==> src/sv/cds_pkg.sv <==
// Shared types, constants and tables for the calendar date stepper.
package cds_pkg;

  localparam int unsigned YEAR_BITS = 14;
  localparam int unsigned IN_W      = 40;
  localparam int unsigned OUT_W     = 32;

  // Divisibility by 25 through the modular inverse of 25 mod 2^14:
  // y is a multiple of 25 iff (y * INV25) mod 2^14 <= (2^14 - 1) / 25.
  localparam logic [YEAR_BITS-1:0] INV25     = 14'd7209;
  localparam logic [YEAR_BITS-1:0] DIV25_MAX = 14'd655;

  localparam logic [3:0] MONTH_JAN = 4'd1;
  localparam logic [3:0] MONTH_FEB = 4'd2;
  localparam logic [3:0] MONTH_MAR = 4'd3;
  localparam logic [3:0] MONTH_DEC = 4'd12;
  localparam logic [5:0] DAY_FIRST = 6'd1;
  localparam logic [5:0] DAY_LAST_DEC = 6'd31;

  typedef enum logic [1:0] {
    MODE_NEXT = 2'd0,
    MODE_PREV = 2'd1,
    MODE_ADD  = 2'd2,
    MODE_SUB  = 2'd3
  } mode_e;

  // Days before month m in a common year; month 0 adds nothing,
  // months past December add the whole year.
  function automatic logic [8:0] days_before(input logic [3:0] m);
    logic [8:0] r;
    r = 9'd0;
    case (m)
      4'd0:    r = 9'd0;
      4'd1:    r = 9'd0;
      4'd2:    r = 9'd31;
      4'd3:    r = 9'd59;
      4'd4:    r = 9'd90;
      4'd5:    r = 9'd120;
      4'd6:    r = 9'd151;
      4'd7:    r = 9'd181;
      4'd8:    r = 9'd212;
      4'd9:    r = 9'd243;
      4'd10:   r = 9'd273;
      4'd11:   r = 9'd304;
      4'd12:   r = 9'd334;
      default: r = 9'd365;
    endcase
    return r;
  endfunction

  // Month length in a common year.
  function automatic logic [4:0] month_len_base(input logic [3:0] m);
    logic [4:0] r;
    r = 5'd31;
    case (m)
      4'd2:                  r = 5'd28;
      4'd4, 4'd6, 4'd9, 4'd11: r = 5'd30;
      default:               r = 5'd31;
    endcase
    return r;
  endfunction

  typedef struct packed {
    mode_e                mode;
    logic [5:0]           day;
    logic [3:0]           month;
    logic [YEAR_BITS-1:0] year;
    logic [8:0]           offset;
    logic [YEAR_BITS-1:0] prod;
    logic [8:0]           doy_base;
    logic                 m_feb;
    logic                 m_late;
    logic                 m_ok;
    logic [4:0]           len_base;
    logic [4:0]           prev_len_base;
    logic                 prev_feb;
  } s1_t;

  typedef struct packed {
    mode_e                mode;
    logic [8:0]           offset;
    logic                 valid;
    logic                 leap;
    logic [8:0]           doy;
    logic [5:0]           st_day;
    logic [3:0]           st_month;
    logic [YEAR_BITS-1:0] st_year;
  } s2_t;

  typedef struct packed {
    logic                 is_step;
    logic [5:0]           day;
    logic [3:0]           month;
    logic [YEAR_BITS-1:0] year;
    logic                 valid;
    logic                 leap;
    logic                 in_range;
    logic [8:0]           h;
    logic [3:0]           k;
  } s3_t;

  typedef struct packed {
    logic [5:0]           day;
    logic [3:0]           month;
    logic [YEAR_BITS-1:0] year;
    logic                 valid;
  } res_t;

endpackage

==> src/sv/cds_dec.sv <==
// Stage 1: month decode, day-of-year base and year residue product.
module cds_dec (
  input  logic                            clk_i,
  input  logic                            rst_ni,
  input  logic                            en_i,
  input  logic                            valid_i,
  input  logic [1:0]                      mode_i,
  input  logic [5:0]                      day_i,
  input  logic [3:0]                      month_i,
  input  logic [cds_pkg::YEAR_BITS-1:0]   year_i,
  input  logic [8:0]                      offset_i,
  output logic                            valid_o,
  output cds_pkg::s1_t                    s1_o
);

  // Only the product mod 2^14 matters for the divisibility test.
  logic [cds_pkg::YEAR_BITS-1:0] prod;
  cds_pkg::s1_t s1_d, s1_q;
  logic v_q;

  assign prod = year_i * cds_pkg::INV25;

  always_comb begin
    s1_d.mode          = cds_pkg::mode_e'(mode_i);
    s1_d.day           = day_i;
    s1_d.month         = month_i;
    s1_d.year          = year_i;
    s1_d.offset        = offset_i;
    s1_d.prod          = prod;
    s1_d.doy_base      = 9'({3'd0, day_i} + cds_pkg::days_before(month_i));
    s1_d.m_feb         = (month_i == cds_pkg::MONTH_FEB);
    s1_d.m_late        = (month_i >= cds_pkg::MONTH_MAR);
    s1_d.m_ok          = (month_i >= cds_pkg::MONTH_JAN) && (month_i <= cds_pkg::MONTH_DEC);
    s1_d.len_base      = cds_pkg::month_len_base(month_i);
    s1_d.prev_len_base = cds_pkg::month_len_base(month_i - 4'd1);
    s1_d.prev_feb      = (month_i == cds_pkg::MONTH_MAR);
  end

  always_ff @(posedge clk_i or negedge rst_ni) begin
    if (!rst_ni) begin
      v_q <= 1'b0;
    end else if (en_i) begin
      v_q <= valid_i;
    end
  end

  always_ff @(posedge clk_i) begin
    if (en_i) begin
      s1_q <= s1_d;
    end
  end

  assign valid_o = v_q;
  assign s1_o    = s1_q;

endmodule

==> src/sv/cds_chk.sv <==
// Stage 2: leap rule, date check, day of year and next/previous day.
module cds_chk (
  input  logic          clk_i,
  input  logic          rst_ni,
  input  logic          en_i,
  input  logic          valid_i,
  input  cds_pkg::s1_t  s1_i,
  output logic          valid_o,
  output cds_pkg::s2_t  s2_o
);

  logic div25, leap, valid;
  logic [5:0] mlen, plen;
  cds_pkg::s2_t s2_d, s2_q;
  logic v_q;

  always_comb begin
    div25 = (s1_i.prod <= cds_pkg::DIV25_MAX);
    leap  = (s1_i.year[1:0] == 2'd0) && (!div25 || (s1_i.year[3:0] == 4'd0));
    mlen  = {1'b0, s1_i.len_base} + {5'd0, s1_i.m_feb && leap};
    plen  = {1'b0, s1_i.prev_len_base} + {5'd0, s1_i.prev_feb && leap};
    valid = (s1_i.year != '0) && s1_i.m_ok && (s1_i.day != 6'd0) && (s1_i.day <= mlen);

    s2_d.mode     = s1_i.mode;
    s2_d.offset   = s1_i.offset;
    s2_d.valid    = valid;
    s2_d.leap     = leap;
    s2_d.doy      = s1_i.doy_base + {8'd0, s1_i.m_late && leap};
    s2_d.st_day   = s1_i.day;
    s2_d.st_month = s1_i.month;
    s2_d.st_year  = s1_i.year;

    if (valid && (s1_i.mode == cds_pkg::MODE_NEXT)) begin
      if (s1_i.day == mlen) begin
        s2_d.st_day = cds_pkg::DAY_FIRST;
        if (s1_i.month == cds_pkg::MONTH_DEC) begin
          s2_d.st_month = cds_pkg::MONTH_JAN;
          s2_d.st_year  = s1_i.year + 1'b1;
        end else begin
          s2_d.st_month = s1_i.month + 4'd1;
        end
      end else begin
        s2_d.st_day = s1_i.day + 6'd1;
      end
    end else if (valid && (s1_i.mode == cds_pkg::MODE_PREV)) begin
      if (s1_i.day == cds_pkg::DAY_FIRST) begin
        if (s1_i.month == cds_pkg::MONTH_JAN) begin
          s2_d.st_month = cds_pkg::MONTH_DEC;
          s2_d.st_day   = cds_pkg::DAY_LAST_DEC;
          s2_d.st_year  = s1_i.year - 1'b1;
        end else begin
          s2_d.st_month = s1_i.month - 4'd1;
          s2_d.st_day   = plen;
        end
      end else begin
        s2_d.st_day = s1_i.day - 6'd1;
      end
    end
  end

  always_ff @(posedge clk_i or negedge rst_ni) begin
    if (!rst_ni) begin
      v_q <= 1'b0;
    end else if (en_i) begin
      v_q <= valid_i;
    end
  end

  always_ff @(posedge clk_i) begin
    if (en_i) begin
      s2_q <= s2_d;
    end
  end

  assign valid_o = v_q;
  assign s2_o    = s2_q;

endmodule

==> src/sv/cds_map.sv <==
// Stages 3 and 4: offset sum, month search, day recovery and result select.
module cds_map (
  input  logic          clk_i,
  input  logic          rst_ni,
  input  logic          en_i,
  input  logic          valid_i,
  input  cds_pkg::s2_t  s2_i,
  output logic          valid_o,
  output cds_pkg::res_t res_o
);

  logic signed [10:0] h;
  logic [9:0]  len;
  logic [3:0]  k;
  logic [9:0]  pk;
  logic [8:0]  day_full;
  cds_pkg::s3_t  s3_d, s3_q;
  cds_pkg::res_t res_d, res_q;
  logic v3_q, v4_q;

  // Stage 3: h = doy +/- offset, month = 1 + count of month starts below h.
  always_comb begin
    len = s2_i.leap ? 10'd366 : 10'd365;
    if (s2_i.mode == cds_pkg::MODE_ADD) begin
      h = $signed({2'b00, s2_i.doy}) + $signed({2'b00, s2_i.offset});
    end else begin
      h = $signed({2'b00, s2_i.doy}) - $signed({2'b00, s2_i.offset});
    end
    k = cds_pkg::MONTH_JAN;
    for (int i = 2; i <= 12; i++) begin
      pk = {1'b0, cds_pkg::days_before(4'(i))} + {9'd0, s2_i.leap && (i >= 3)};
      if ({1'b0, pk} < h) begin
        k = k + 4'd1;
      end
    end
    s3_d.is_step  = (s2_i.mode == cds_pkg::MODE_NEXT) || (s2_i.mode == cds_pkg::MODE_PREV);
    s3_d.day      = s2_i.st_day;
    s3_d.month    = s2_i.st_month;
    s3_d.year     = s2_i.st_year;
    s3_d.valid    = s2_i.valid;
    s3_d.leap     = s2_i.leap;
    s3_d.in_range = !h[10] && (h != 11'sd0) && (h[9:0] <= len);
    s3_d.h        = h[8:0];
    s3_d.k        = k;
  end

  // Stage 4: day = h - start of the found month, then pick the result.
  always_comb begin
    day_full     = s3_q.h - cds_pkg::days_before(s3_q.k)
                   - {8'd0, s3_q.leap && (s3_q.k >= cds_pkg::MONTH_MAR)};
    res_d.day    = s3_q.day;
    res_d.month  = s3_q.month;
    res_d.year   = s3_q.year;
    res_d.valid  = s3_q.valid;
    if (!s3_q.is_step && s3_q.in_range) begin
      res_d.day   = day_full[5:0];
      res_d.month = s3_q.k;
    end
  end

  always_ff @(posedge clk_i or negedge rst_ni) begin
    if (!rst_ni) begin
      v3_q <= 1'b0;
      v4_q <= 1'b0;
    end else if (en_i) begin
      v3_q <= valid_i;
      v4_q <= v3_q;
    end
  end

  always_ff @(posedge clk_i) begin
    if (en_i) begin
      s3_q  <= s3_d;
      res_q <= res_d;
    end
  end

  assign valid_o = v4_q;
  assign res_o   = res_q;

endmodule

==> src/sv/calendar_date_step_core.sv <==
// Top level of the Gregorian calendar date stepper.
//
// Input stream (s_axis): one transfer carries a date, a mode and an offset.
// Mode next/previous day steps a valid date and leaves an invalid one as is;
// mode add/subtract moves by the offset inside the date's own year and keeps
// the date when the sum leaves that year. The year wraps modulo 2^14.
// Output stream (m_axis): one transfer per input transfer, in order, with
// the result date and a flag telling whether the input date was valid.
//
// Throughput: one transfer per cycle unless m_axis stalls; the four register
// stages (decode, date check, month search, day recovery) each hold one item.
// The pipeline moves as one: it advances whenever the output register is
// empty or its result is being taken, so a stalled receiver freezes every
// stage in place and s_axis_tready drops; nothing is lost or repeated.
// Reset clears all stage valid bits; the block accepts input right after.
module calendar_date_step_core (
  input  logic                        clk_i,
  input  logic                        rst_ni,
  input  logic                        s_axis_tvalid,
  output logic                        s_axis_tready,
  // [1:0] mode, [7:2] day, [11:8] month, [25:12] year, [34:26] offset, rest zero
  input  logic [cds_pkg::IN_W-1:0]    s_axis_tdata,
  output logic                        m_axis_tvalid,
  input  logic                        m_axis_tready,
  // [5:0] res_day, [9:6] res_month, [23:10] res_year, [24] date_valid, rest zero
  output logic [cds_pkg::OUT_W-1:0]   m_axis_tdata
);

  logic          en;
  logic          v1, v2;
  cds_pkg::s1_t  s1;
  cds_pkg::s2_t  s2;
  cds_pkg::res_t res;

  // Whole pipeline steps together; output stage gates everything.
  assign en            = !m_axis_tvalid || m_axis_tready;
  assign s_axis_tready = en;

  cds_dec u_dec (
    .clk_i    (clk_i),
    .rst_ni   (rst_ni),
    .en_i     (en),
    .valid_i  (s_axis_tvalid),
    .mode_i   (s_axis_tdata[1:0]),
    .day_i    (s_axis_tdata[7:2]),
    .month_i  (s_axis_tdata[11:8]),
    .year_i   (s_axis_tdata[25:12]),
    .offset_i (s_axis_tdata[34:26]),
    .valid_o  (v1),
    .s1_o     (s1)
  );

  cds_chk u_chk (
    .clk_i   (clk_i),
    .rst_ni  (rst_ni),
    .en_i    (en),
    .valid_i (v1),
    .s1_i    (s1),
    .valid_o (v2),
    .s2_o    (s2)
  );

  cds_map u_map (
    .clk_i   (clk_i),
    .rst_ni  (rst_ni),
    .en_i    (en),
    .valid_i (v2),
    .s2_i    (s2),
    .valid_o (m_axis_tvalid),
    .res_o   (res)
  );

  assign m_axis_tdata = {7'd0, res.valid, res.year, res.month, res.day};

  // A valid input date always yields a real calendar month.
  a_month_range: assert property (@(posedge clk_i) disable iff (!rst_ni)
    (m_axis_tvalid && res.valid) |-> (res.month >= 4'd1 && res.month <= 4'd12))
    else $error("result month out of range for a valid date");

  // ...and a day of month between 1 and 31.
  a_day_range: assert property (@(posedge clk_i) disable iff (!rst_ni)
    (m_axis_tvalid && res.valid) |-> (res.day >= 6'd1 && res.day <= 6'd31))
    else $error("result day out of range for a valid date");

  // An accepted transfer lands in the first stage.
  a_fill: assert property (@(posedge clk_i) disable iff (!rst_ni)
    (s_axis_tvalid && s_axis_tready) |=> v1)
    else $error("accepted transfer lost at stage one");

  // A frozen pipeline keeps its stage-two item.
  a_hold: assert property (@(posedge clk_i) disable iff (!rst_ni)
    (v2 && !en) |=> v2)
    else $error("stage two item dropped during stall");

endmodule
==> config.mk <==
export PLATFORM = sky130hd
export DESIGN_NAME = calendar_date_step_core
export DESIGN_NICKNAME = d
export VERILOG_FILES = /design/src/sv/cds_pkg.sv /design/src/sv/cds_dec.sv /design/src/sv/cds_chk.sv /design/src/sv/cds_map.sv /design/src/sv/calendar_date_step_core.sv
export SDC_FILE = /design/constraint.sdc
export NUM_CORES = 1
export LEC_CHECK = 0
export BUFFER_PORTS_ARGS = -buffer_cell sky130_fd_sc_hd__buf_2
export CAP_MARGIN = 20
export CORE_UTILIZATION = 64
export CTS_BUF_LIST = sky130_fd_sc_hd__clkbuf_4 sky130_fd_sc_hd__clkbuf_8
export CTS_CLUSTER_DIAMETER = 80
export CTS_CLUSTER_SIZE = 40
export DETAILED_ROUTE_END_ITERATION = 8
export PLACE_DENSITY = 0.86
export SKIP_LAST_GASP = 1
export SLEW_MARGIN = 20
export SYNTH_ARGS = -nofsm -noshare
export SYNTH_HDL_FRONTEND = slang
export SYNTH_SLANG_ARGS = --single-unit
==> constraint.sdc <==
create_clock -name clk_i -period 11.8 [get_ports clk_i]
set_input_delay 1.77 -clock clk_i [delete_from_list [all_inputs] [get_ports clk_i]]
set_output_delay 1.77 -clock clk_i [all_outputs]
set_load 0.1 [all_outputs]
==> results.md <==
* Outcome: finished with violations
* Failing checks: DRC
* Clk root buf: clkbuf_8
* Global-route wire length before repair at 35.80 mm
* Setup TNS at 0 ps
* IO Port Bufs at 65
* TritonCTS clock tree: done
* Final Setup Violations at 0
* Worst Setup End Kind: register
* ANT nets after route at 0
* Pin count of the biggest net entering global routing at 96
* Latest clock arrival within the worst-skew pair at ~460 ps
* WL final at 21.41 mm
* Tcrit/Tclk final at 0.7920
* GR Util All Layers at 0.2321
* Die ar. at 19100 µm²
* Cts repair resizes at 0
* Max clock buf depth at 2
* I/O pin count at 78
* Max Clock Freq at 107.0 MHz
* CP dominant cell by count: ha_1
* Largest area contributor in the netlist: edfxtp_1
* Distinct cells, synth at between 90 and 100
* DRT Pass-1 Iters at 7
* Crit path arrival time at 9720 ps
* DRC at 8
* Num rows at 49
* Initial DRC count at 569
* Area of the multi-input gates at 5933 µm²
* # hold bufs at CTS at 0
* # fillers at ~1.2k
* Max cap viols at 0
* Seq cells post-synth at 181
* Rel. slew slack at 0.2952
* Post-CTS setup buffers at 0
* Total CTS buffers at 17
* Min cycle time layout at 9346 ps
* Share of the synthesized area in the top cell type at 0.4325
* Layout cells sized above 1 at 0.1302
* Vias in the first global route at 7683
* HPWL Detailed at around 16 mm
* Worst-Margin Slew at 1057 ps
* Gr ovfl total at 0
* CP Launch Type: register
* CP max-delay cell: nor4_4
* Routed via count at a little over 8k
* Flop2flop setup slack at 2450 ps
* Critical path class: register to register
* Worst clock skew at 15.75 ps
* Area growth syn-to-layout at 6.861%
* Final Hold Vio Count at 0
* DR vias/cell at 5.947
* Initial antenna violation count at 0
* WL/cell at 15.77 µm
* Post-synthesis sequential area ratio at 0.4510
* Slowest stage delay, CP at between 800 and 900 ps
* Reg area at approximately 5400 µm²
* H-tree depth at 4
* Post-synth top flop: edfxtp_1
* Top post-synthesis cells by area: edfxtp_1 (43%), ha_1 (13%), xnor2_1 (4.4%), inv_1 (3.1%), fa_1 (2.7%)
* Initial Util at 0.6565
* Final nets at approximately 1.3k
* Die H at roughly 140 µm
* Number of clock sinks at 181
* Post-Syn Instances at 1063
* EDFF count, synth at 171
* Async SR Flop Fraction at 0.02210
* Worst Path Max Fanout at 18
* Fin. max-slew vios at 0
* Mapped cell area at 11870 µm²
* Die width at ~140 µm
* Clock Pin Slew Worst Setup and Hold Paths at 100 ps
* RSZ-0062 raised after global routing: false
* Hold Crit Class: register to register
* Ys Warns at 0
* Routability-driven placement congestion ratio at 0.8810
* CP required at 12180 ps
* Total core area at about 18000 µm²
* Synth Area per Inst at 11.17 µm²
* ANT cells at 0
-- registers in the layout (all words and copies together), names as in the netlist, named ones only --
| register | flops |
|---|---|
| u_dec.s1_o | 62 |
| u_chk.s2_o | 46 |
| u_map.res_o | 25 |
| u_map.s3_q | 23 |
| u_map.res_d | 15 |
| u_chk.valid_o | 1 |
| u_dec.valid_o | 1 |
| u_map.v3_q | 1 |
| u_map.valid_o | 1 |
-- per-stage QoR --
step | hold WS [ps] | instance area (µm²) | setup WS [ps] | instances | utilization
finish | 424.0 | 12690 | 2454 | 1358 | 0.7015
detailed placement | 404.5 | 12320 | 2566 | 1326 | 0.6813
floorplan | 400.3 | 11900 | 2497 | 1069 | -
CTS | 425.3 | 12690 | 2523 | 1358 | 0.7015
global route | 424.7 | 12690 | 1719 | 1358 | 0.7015
global placement | 400.4 | 12320 | 2755 | 1326 | 0.6813
-- Yosys cell counts (16+ instances only) --
| master | instances |
|---|---|
| nand3_1 | 16 |
| a21oi_1 | 52 |
| clkbuf_1 | 19 |
| fa_1 | 16 |
| nor3_1 | 17 |
| nor2_1 | 52 |
| inv_1 | 99 |
| edfxtp_1 | 171 |
| ha_1 | 125 |
| nand2_1 | 76 |
| o21ai_0 | 44 |
| a31oi_1 | 18 |
| xnor2_1 | 59 |
-- final cells by class --
cell class,count,share of cell area
multi-input combinational,745,0.4677
sequential,181,0.4221
inverter,101,0.03028
timing repair buffer,70,0.02860
tap,229,0.02258
clock buffer,18,0.01903
clock inverter,14,0.009763
-- worst paths after layout --
check,from,to,cells after the start
hold / removal,u_chk.s2_o[19]$_DFFE_PN_,u_map.s3_q[35]$_DFFE_PN_,0
hold reg to reg,u_chk.s2_o[19]$_DFFE_PN_,u_map.s3_q[35]$_DFFE_PN_,0
min in group asynchronous,rst_ni,u_map.v3_q$_DFFE_PN0N_,1
setup / recovery,u_chk.s2_o[24]$_DFFE_PN_,register,42
setup reg to reg,u_chk.s2_o[24]$_DFFE_PN_,register,42
max in group asynchronous,rst_ni,u_chk.valid_o$_DFFE_PN0N_,1
-- placed cells by master (no fill, tap or decap), drive strengths merged, types with 18 or more instances in the layout --
| cell type | count |
|---|---|
| o21ai | 45 |
| inv | 107 |
| buf | 70 |
| nor2 | 53 |
| clkbuf | 18 |
| a31oi | 18 |
| ha | 125 |
| nand2 | 76 |
| xnor2 | 62 |
| nor3 | 21 |
| edfxtp | 171 |
| a21oi | 52 |
-- logic make-up after synthesis --
| family | after synthesis | synth area share |
|---|---|---|
| simple gates | 264 | 0.1162 |
| compound gates | 228 | 0.1344 |
| flops | 181 | 0.4510 |
| buf+inv | 143 | 0.05111 |
| fa+ha+maj | 141 | 0.1587 |
| xor+xnor | 80 | 0.06492 |
| mux | 25 | 0.02329 |
| other cells | 1 | 0.0003159 |
-- routing by layer --
layer / track usage / vias to the layer above / wire [µm]
li1: - / 3971 / -
met1: 0.3070 / 3840 / 9519
met2: 0.3912 / 231 / 10570
met3: 0.03325 / 34 / 949
met4: 0.08693 / 0 / 372
met5: 0 / - / 0
-- worst max-delay path: cells and delay by family (launching register included) --
family | cells | cell delay [ps]
and+or+nand+nor | 10 | 2020
muxes | 2 | 500
DFF | 1 | 400
adders and majority gates | 8 | 2510
buffers and inverters | 3 | 170
xor gates and xnor gates | 5 | 660
AOI/OAI and AO/OA | 14 | 2990
Power is not shown: default switching activity piles up to over one toggle a cycle in this logic, so the estimate is an artifact.
